===== src/design/assert_macros.svh =====
// Assertion helpers used by the RTL. Each macro expects clk and rst_n in scope.
`ifndef ASSERT_MACROS_SVH
`define ASSERT_MACROS_SVH

// Same-cycle implication.
`define ASSERT_IMPLIES(lbl, ante, cons) \
  lbl: assert property (@(posedge clk) disable iff (!rst_n) (ante) |-> (cons)) \
    else $error("assertion violated: same-cycle implication");

// Next-cycle implication.
`define ASSERT_NEXT(lbl, ante, cons) \
  lbl: assert property (@(posedge clk) disable iff (!rst_n) (ante) |=> (cons)) \
    else $error("assertion violated: next-cycle implication");

`endif


===== src/design/sfr_pkg.sv =====
package sfr_pkg;

  localparam int unsigned ADDR_W = 6;
  localparam int unsigned DATA_W = 64;

  localparam logic [7:0] SYNC_FIRST  = 8'h06;
  localparam logic [7:0] SYNC_SECOND = 8'h85;

  typedef enum logic [1:0] {
    KIND_DATA   = 2'd0,
    KIND_GOOD   = 2'd1,
    KIND_BADSUM = 2'd2,
    KIND_DROP   = 2'd3
  } kind_t;

  typedef enum logic [2:0] {
    REG_OWN_ID         = 3'd0,
    REG_ACCEPT_ALL     = 3'd1,
    REG_ALLOWED        = 3'd2,
    REG_STRUCT_SIZES   = 3'd3,
    REG_STRUCT_PRESENT = 3'd4
  } reg_idx_t;

  typedef struct packed {
    logic [7:0]  own_id;
    logic        accept_all;
    logic [63:0] allowed_senders;
    logic [63:0] struct_sizes;
    logic [7:0]  struct_present;
  } cfg_t;

  typedef struct packed {
    kind_t      kind;
    logic [7:0] data;
    logic [7:0] index;
    logic [2:0] slot;
    logic [7:0] sender;
  } res_t;

endpackage


===== src/design/sfr_cfg_regs.sv =====
module sfr_cfg_regs (
  input  logic                        clk,
  input  logic                        rst_n,
  input  logic                        psel,
  input  logic                        penable,
  input  logic                        pwrite,
  input  logic [sfr_pkg::ADDR_W-1:0]  paddr,
  input  logic [sfr_pkg::DATA_W-1:0]  pwdata,
  output logic [sfr_pkg::DATA_W-1:0]  prdata,
  output sfr_pkg::cfg_t               cfg
);

  sfr_pkg::cfg_t cfg_r;
  logic [2:0]    reg_idx;
  logic          wr_en;

  assign reg_idx = paddr[sfr_pkg::ADDR_W-1:3];
  assign wr_en   = psel && penable && pwrite;
  assign cfg     = cfg_r;

  always_ff @(posedge clk) begin
    if (!rst_n) begin
      cfg_r.own_id          <= 8'd0;
      cfg_r.accept_all      <= 1'b1;
      cfg_r.allowed_senders <= 64'd0;
      cfg_r.struct_sizes    <= 64'd0;
      cfg_r.struct_present  <= 8'd0;
    end else if (wr_en) begin
      case (reg_idx)
        sfr_pkg::REG_OWN_ID:         cfg_r.own_id          <= pwdata[7:0];
        sfr_pkg::REG_ACCEPT_ALL:     cfg_r.accept_all      <= pwdata[0];
        sfr_pkg::REG_ALLOWED:        cfg_r.allowed_senders <= pwdata;
        sfr_pkg::REG_STRUCT_SIZES:   cfg_r.struct_sizes    <= pwdata;
        sfr_pkg::REG_STRUCT_PRESENT: cfg_r.struct_present  <= pwdata[7:0];
        default: begin
          // drop writes outside the register map
        end
      endcase
    end
  end

  always_comb begin
    case (reg_idx)
      sfr_pkg::REG_OWN_ID:         prdata = {56'd0, cfg_r.own_id};
      sfr_pkg::REG_ACCEPT_ALL:     prdata = {63'd0, cfg_r.accept_all};
      sfr_pkg::REG_ALLOWED:        prdata = cfg_r.allowed_senders;
      sfr_pkg::REG_STRUCT_SIZES:   prdata = cfg_r.struct_sizes;
      sfr_pkg::REG_STRUCT_PRESENT: prdata = {56'd0, cfg_r.struct_present};
      default:                     prdata = '0;
    endcase
  end

endmodule


===== src/design/struct_frame_receiver.sv =====
// Frame receiver: takes one received byte per clock while in_stall is low and
// parses frames of the form 0x06 0x85, destination, sender, struct slot, length,
// payload bytes, XOR checksum. A result (payload byte, frame good, checksum error
// or frame dropped) is registered when the byte that causes it is accepted: into
// the output register, or into the skid register while the output register holds
// a result that is not taken. These form a two-entry output buffer, so bytes
// keep flowing while a result waits; in_stall rises only when both entries hold
// results that have not been taken. Registers sit on a 64-bit APB port at byte
// addresses 8*i: own_id, accept_all, allowed_senders, struct_sizes, struct_present.
// Configure only while no frame is in progress.
`include "assert_macros.svh"

module struct_frame_receiver #(
  parameter int unsigned STRUCT_SLOTS    = 8,
  parameter int unsigned ALLOWED_ENTRIES = 8
) (
  input  logic                        clk,
  input  logic                        rst_n,
  input  logic                        in_valid,
  output logic                        in_stall,
  input  logic [7:0]                  in_rx_byte,
  output logic                        out_valid,
  input  logic                        out_stall,
  output logic [1:0]                  out_kind,
  output logic [7:0]                  out_data,
  output logic [7:0]                  out_index,
  output logic [2:0]                  out_slot,
  output logic [7:0]                  out_sender,
  input  logic                        psel,
  input  logic                        penable,
  input  logic                        pwrite,
  input  logic [sfr_pkg::ADDR_W-1:0]  paddr,
  input  logic [sfr_pkg::DATA_W-1:0]  pwdata,
  output logic [sfr_pkg::DATA_W-1:0]  prdata,
  output logic                        pready
);

  typedef enum logic [2:0] {
    PH_HUNT    = 3'd0,
    PH_SYNC2   = 3'd1,
    PH_DEST    = 3'd2,
    PH_SENDER  = 3'd3,
    PH_SLOT    = 3'd4,
    PH_LEN     = 3'd5,
    PH_PAYLOAD = 3'd6,
    PH_CSUM    = 3'd7
  } phase_t;

  sfr_pkg::cfg_t cfg;

  phase_t        phase_r,   phase_nxt;
  logic [7:0]    sender_r,  sender_nxt;
  logic [2:0]    slot_r,    slot_nxt;
  logic [7:0]    exp_len_r, exp_len_nxt;
  logic [7:0]    pos_r,     pos_nxt;
  logic [7:0]    xor_r,     xor_nxt;

  sfr_pkg::res_t out_r, skid_r, res;
  logic          out_v_r, skid_v_r;
  logic          res_v;
  logic          in_acc, push, pop;
  logic          sender_ok;
  logic [7:0]    b;
  logic [7:0]    size_sel;
  logic [7:0]    pos_inc;

  sfr_cfg_regs u_cfg (
    .clk     (clk),
    .rst_n   (rst_n),
    .psel    (psel),
    .penable (penable),
    .pwrite  (pwrite),
    .paddr   (paddr),
    .pwdata  (pwdata),
    .prdata  (prdata),
    .cfg     (cfg)
  );

  assign pready   = 1'b1;
  assign b        = in_rx_byte;
  assign in_stall = skid_v_r;
  assign in_acc   = in_valid && !in_stall;
  assign push     = in_acc && res_v;
  assign pop      = out_v_r && !out_stall;
  assign size_sel = cfg.struct_sizes[8*slot_r +: 8];
  assign pos_inc  = pos_r + 8'd1;

  always_comb begin
    sender_ok = 1'b0;
    for (int k = 0; k < ALLOWED_ENTRIES; k++) begin
      if (cfg.allowed_senders[8*k +: 8] == b) sender_ok = 1'b1;
    end
  end

  always_comb begin
    phase_nxt   = phase_r;
    sender_nxt  = sender_r;
    slot_nxt    = slot_r;
    exp_len_nxt = exp_len_r;
    pos_nxt     = pos_r;
    xor_nxt     = xor_r;
    res_v       = 1'b0;
    res.kind    = sfr_pkg::KIND_DROP;
    res.data    = 8'd0;
    res.index   = 8'd0;
    case (phase_r)
      PH_HUNT: begin
        if (b == sfr_pkg::SYNC_FIRST) phase_nxt = PH_SYNC2;
      end
      PH_SYNC2: begin
        phase_nxt  = (b == sfr_pkg::SYNC_SECOND) ? PH_DEST : PH_HUNT;
        sender_nxt = 8'd0;
        slot_nxt   = 3'd0;
      end
      PH_DEST: begin
        if (b != 8'd0 && b != cfg.own_id) begin
          phase_nxt = PH_HUNT;
          res_v     = 1'b1;
        end else begin
          phase_nxt = PH_SENDER;
        end
      end
      PH_SENDER: begin
        sender_nxt = b;
        if (!cfg.accept_all && !sender_ok) begin
          phase_nxt = PH_HUNT;
          res_v     = 1'b1;
        end else begin
          phase_nxt = PH_SLOT;
        end
      end
      PH_SLOT: begin
        if (b >= 8'(STRUCT_SLOTS) || !cfg.struct_present[b[2:0]]) begin
          phase_nxt = PH_HUNT;
          res_v     = 1'b1;
        end else begin
          slot_nxt  = b[2:0];
          phase_nxt = PH_LEN;
        end
      end
      PH_LEN: begin
        if (size_sel != b) begin
          phase_nxt = PH_HUNT;
          res_v     = 1'b1;
        end else begin
          exp_len_nxt = b;
          pos_nxt     = 8'd0;
          xor_nxt     = b;
          // an empty frame has no checksum byte
          phase_nxt   = (b == 8'd0) ? PH_HUNT : PH_PAYLOAD;
        end
      end
      PH_PAYLOAD: begin
        xor_nxt   = xor_r ^ b;
        pos_nxt   = pos_inc;
        if (pos_inc >= exp_len_r) phase_nxt = PH_CSUM;
        res_v     = 1'b1;
        res.kind  = sfr_pkg::KIND_DATA;
        res.data  = b;
        res.index = pos_r;
      end
      PH_CSUM: begin
        phase_nxt = PH_HUNT;
        res_v     = 1'b1;
        res.kind  = (b == xor_r) ? sfr_pkg::KIND_GOOD : sfr_pkg::KIND_BADSUM;
      end
      default: begin
        phase_nxt = PH_HUNT;
      end
    endcase
    res.slot   = slot_nxt;
    res.sender = sender_nxt;
  end

  always_ff @(posedge clk) begin
    if (!rst_n) begin
      phase_r   <= PH_HUNT;
      sender_r  <= 8'd0;
      slot_r    <= 3'd0;
      exp_len_r <= 8'd0;
      pos_r     <= 8'd0;
      xor_r     <= 8'd0;
      out_v_r   <= 1'b0;
      skid_v_r  <= 1'b0;
    end else begin
      if (in_acc) begin
        phase_r   <= phase_nxt;
        sender_r  <= sender_nxt;
        slot_r    <= slot_nxt;
        exp_len_r <= exp_len_nxt;
        pos_r     <= pos_nxt;
        xor_r     <= xor_nxt;
      end
      if (pop) begin
        // a full skid blocks input, so no push can coincide with a skid refill
        if (skid_v_r) begin
          out_r    <= skid_r;
          skid_v_r <= 1'b0;
        end else begin
          out_v_r <= push;
          out_r   <= res;
        end
      end else if (push) begin
        if (out_v_r) begin
          skid_r   <= res;
          skid_v_r <= 1'b1;
        end else begin
          out_r   <= res;
          out_v_r <= 1'b1;
        end
      end
    end
  end

  assign out_valid  = out_v_r;
  assign out_kind   = out_r.kind;
  assign out_data   = out_r.data;
  assign out_index  = out_r.index;
  assign out_slot   = out_r.slot;
  assign out_sender = out_r.sender;

  `ASSERT_IMPLIES(a_skid_behind_out, skid_v_r, out_v_r)
  `ASSERT_IMPLIES(a_quiet_header, in_acc && (phase_r == PH_HUNT || phase_r == PH_SYNC2), !push)
  `ASSERT_NEXT(a_csum_ends_frame, in_acc && phase_r == PH_CSUM, phase_r == PH_HUNT)
  `ASSERT_IMPLIES(a_pos_in_range, phase_r == PH_PAYLOAD, pos_r < exp_len_r)

endmodule


===== config.mk =====
export PLATFORM = sky130hd
export DESIGN_NAME = struct_frame_receiver
export DESIGN_NICKNAME = d
export VERILOG_FILES = /design/src/design/sfr_pkg.sv /design/src/design/sfr_cfg_regs.sv /design/src/design/struct_frame_receiver.sv
export VERILOG_INCLUDE_DIRS = /design/src /design/src/design
export SDC_FILE = /design/constraint.sdc
export NUM_CORES = 1
export LEC_CHECK = 0
export BUFFER_PORTS_ARGS = -buffer_cell sky130_fd_sc_hd__buf_2
export CAP_MARGIN = 30
export CORE_AREA = 5 5 136 170
export CTS_CLUSTER_DIAMETER = 200
export DETAILED_ROUTE_END_ITERATION = 8
export DIE_AREA = 0 0 141 175
export MAX_ROUTING_LAYER = met4
export PLACE_DENSITY_LB_ADDON = 0.1
export RECOVER_POWER = 25
export SKIP_LAST_GASP = 1
export SYNTH_ARGS = -nofsm -noshare
export SYNTH_HDL_FRONTEND = slang
export SYNTH_SLANG_ARGS = --single-unit

===== constraint.sdc =====
create_clock -name clk -period 5 [get_ports clk]
set_clock_uncertainty 0.15 [all_clocks]
set_input_delay 0.25 -clock clk [delete_from_list [all_inputs] [get_ports clk]]
set_output_delay 0.25 -clock clk [all_outputs]
set_load 0.03 [all_outputs]

==> reports/results.ini <==
[status]
status=finished, violations left
violations=max-capacitance violations, max-slew violations

[floorplanning]
fp.dieW_um=141
row_count=60
pin_count=181
die_area_sq_um=24700
start_util_pct=56.0
die_h_um=175
core-area_sq_um=21300

[layout]
finish.utilization_pct=66.9
final_nets=1625
multi_input_area_sq_um=5970
regArea_sq_um=5450
layout-drive-gt1-share_pct=16.2
fillers=1815
layout.cells.most_common=nand2_1
area_growth_pct=19.5
layout_common_cells=nand2_1 (295), dfxtp_1 (185), a21oi_1 (178), buf_2 (143)
diodes=0

[global_routing]
grt_start_max_net_pins=91
grt_pass1_wl_mm=53.9
antenna_found_initial=0
grt_usage_pct=27.8
overflow=0
first_global_vias=10200

[yosys]
syn_nets=1449
synthArstFlopShare_pct=0
ys.warnings.count=0
seq_area_frac_synth_pct=45.6
syn_inst=1355
synth.distinct_cells=58
ys.flop_type=dfxtp_1
synth_edf_count=58
avgSynthCellArea_sq_um=8.80
syn_area_sq_um=11900
ys_ff_latch=243

[clocking]
cts_root_buffer=clkbuf_16
cts_buffers=24
post_cts_resized=0
cts_hold_buf=67
clockBufferDepth=3
path_clk_slew_ns=0.06
cts_tree=yes
worstSkewPairLatency_ns=0.53
h-tree-depth=1
postCtsSetupBuffers=0
clock-sinks=243

[detailed_routing]
antenna_left=0
wire_per_inst_um=18.8
dr.pass1.iters=5
routed_wl_mm=34.4
vias=10500
drt_iter0_drc=752
via_per_inst=5.75
drc_errors=0

[flow_run]
max_cap_viol_count=2

[timing]
fmax_mhz=231
setup_tns_ns=0
period_needed_ns=4.32
drv_slew=127
hold_viol_final=0
setup_violations=0
rsz0062_at_grt=no
finalCritPeriodShare_pct=86.5
tightest_slew_ns=2.97
slew_headroom_pct=-97.8

[hold_path]
hp-class=in2reg

[power]
power_density_nw_per_um2=289
clkPwrFrac_pct=44.1
switching_share_pct=23.3
p_int_w=0.00316
irDropWorstVdd_v=0.000220
power_frac_seq_pct=49.2
p_leak_nw=5.30
p_sw_w=0.000960
pwr-share-comb_pct=6.7

[critical_path]
required_ns=5.21
cp-end-kind=flop
path_class=in2reg
cp-start-kind=primary input
r2r_slack_ns=1.16
crit_fanout=90
arrival_ns=4.53

[place]
dp_hpwl_mm=21.8
gp_congestion=0.907
io_buffers=176

==> state kept, by name, summed over array words and instances, names as in the netlist <==
signal / cells
out_valid: 1
out_sender: 8
u_cfg.cfg: 145
out_index: 8
out_kind: 2
in_stall: 1
pos_r: 8
phase_r: 3
out_data: 8
slot_r: 3
xor_r: 8
skid_r: 29
out_slot: 3
exp_len_r: 8
sender_r: 8
==> area by class of cell <==
type                    instances  share of cell area (%)
multi-input cells             978                    41.9
clock inverters                13                   0.825
repair buffers                259                    11.4
flip-flops and latches        243                    38.2
well taps                     279                    2.45
inverters                      25                   0.658
clock buffers                  31                    4.62
==> worst paths after layout <==
kind                                    start            end  cells after the start
worst max-delay path                    rst_n  u_cfg.cfg[40]                      5
worst min-delay path                 in_valid     phase_r[0]                      4
worst max register to register      slot_r[1]       xor_r[6]                      9
worst min register to register  u_cfg.cfg[34]  u_cfg.cfg[34]                      2
==> cell families after synthesis <==
family	count (synthesis)	synth area share [%]
simple gates	487	18.3
compound gates	313	16.0
flops	243	45.6
buf+inv	134	4.59
xor+xnor	91	6.68
mux	77	7.80
fa+ha+maj	9	0.944
other cells	1	0.0314
==> metal layers <==
| layer | up-vias | GRT usage, % | wire, um |
|---|---|---|---|
| li1 | 5050 | - | - |
| met1 | 4967 | 33.8 | 13900 |
| met2 | 407 | 46.7 | 17100 |
| met3 | 95 | 3.28 | 2030 |
| met4 | 0 | 11.6 | 1440 |
| met5 | - | - | 0 |
==> power by group through the flow <==
stage | combinational [W] | sequential, W | clock, W
CTS | 0.000274 | 0.00203 | 0.00184
global route | 0.000296 | 0.00203 | 0.00191
global placement | 0.000231 | 0.00207 | 0
finish | 0.000276 | 0.00203 | 0.00182
floorplan | 0.000142 | 0.00207 | 0
detailed placement | 0.000233 | 0.00207 | 0
==> worst max-delay path, stage by stage <==
cell and delay, ns:
dlygate4sd3_1 0.53, buf_2 0.21, inv_1 2.11, clkbuf_4 1.25
a21oi_1 0.10
==> metrics by stage <==
step	instances	total power (W)	setup slack, ns	hold slack, ns	area [sq um]
2_1_floorplan	1355	0.00221	1.17	0.236	11900
3_5_place_dp	1717	0.00230	1.21	0.317	12900
3_3_place_gp	1717	0.00230	1.29	0.308	12900
4_1_cts	1828	0.00414	1.19	0.0298	14300
5_1_grt	1828	0.00423	0.466	0.0965	14300
6_report	1828	0.00412	0.676	0.0464	14300
==> cells in the mapped netlist (all sizes together), types with 2 or more instances <==
master / n / area [sq um]
a31oi: 7 / 43.8
o211ai: 3 / 22.5
o21ai: 36 / 195
xnor2: 60 / 526
nand4: 17 / 106
nor2: 70 / 263
mux4: 10 / 225
nor3b: 3 / 22.5
nor3: 15 / 75.1
and2: 16 / 100
clkbuf: 87 / 327
a22oi: 3 / 22.5
mux2i: 39 / 390
a211oi: 10 / 75.1
nand2: 295 / 1110
a21o: 2 / 15.0
xor2: 31 / 272
dfxtp: 185 / 3700
a2111oi: 2 / 23.8
nor4: 16 / 144
buf: 22 / 128
a22o: 59 / 517
or4: 2 / 18.8
nor2b: 6 / 37.5
and3: 16 / 100
ha: 9 / 113
or3: 6 / 37.5
nand3b: 3 / 22.5
o22ai: 5 / 31.3
nand3: 13 / 80.1
inv: 24 / 90.1
mux2: 28 / 315
a21oi: 178 / 891
edfxtp: 58 / 1740
nand2b: 4 / 25.0
o21a: 3 / 22.5
or2: 3 / 21.3
No activity file was read; power rests on OpenSTA's default activity.
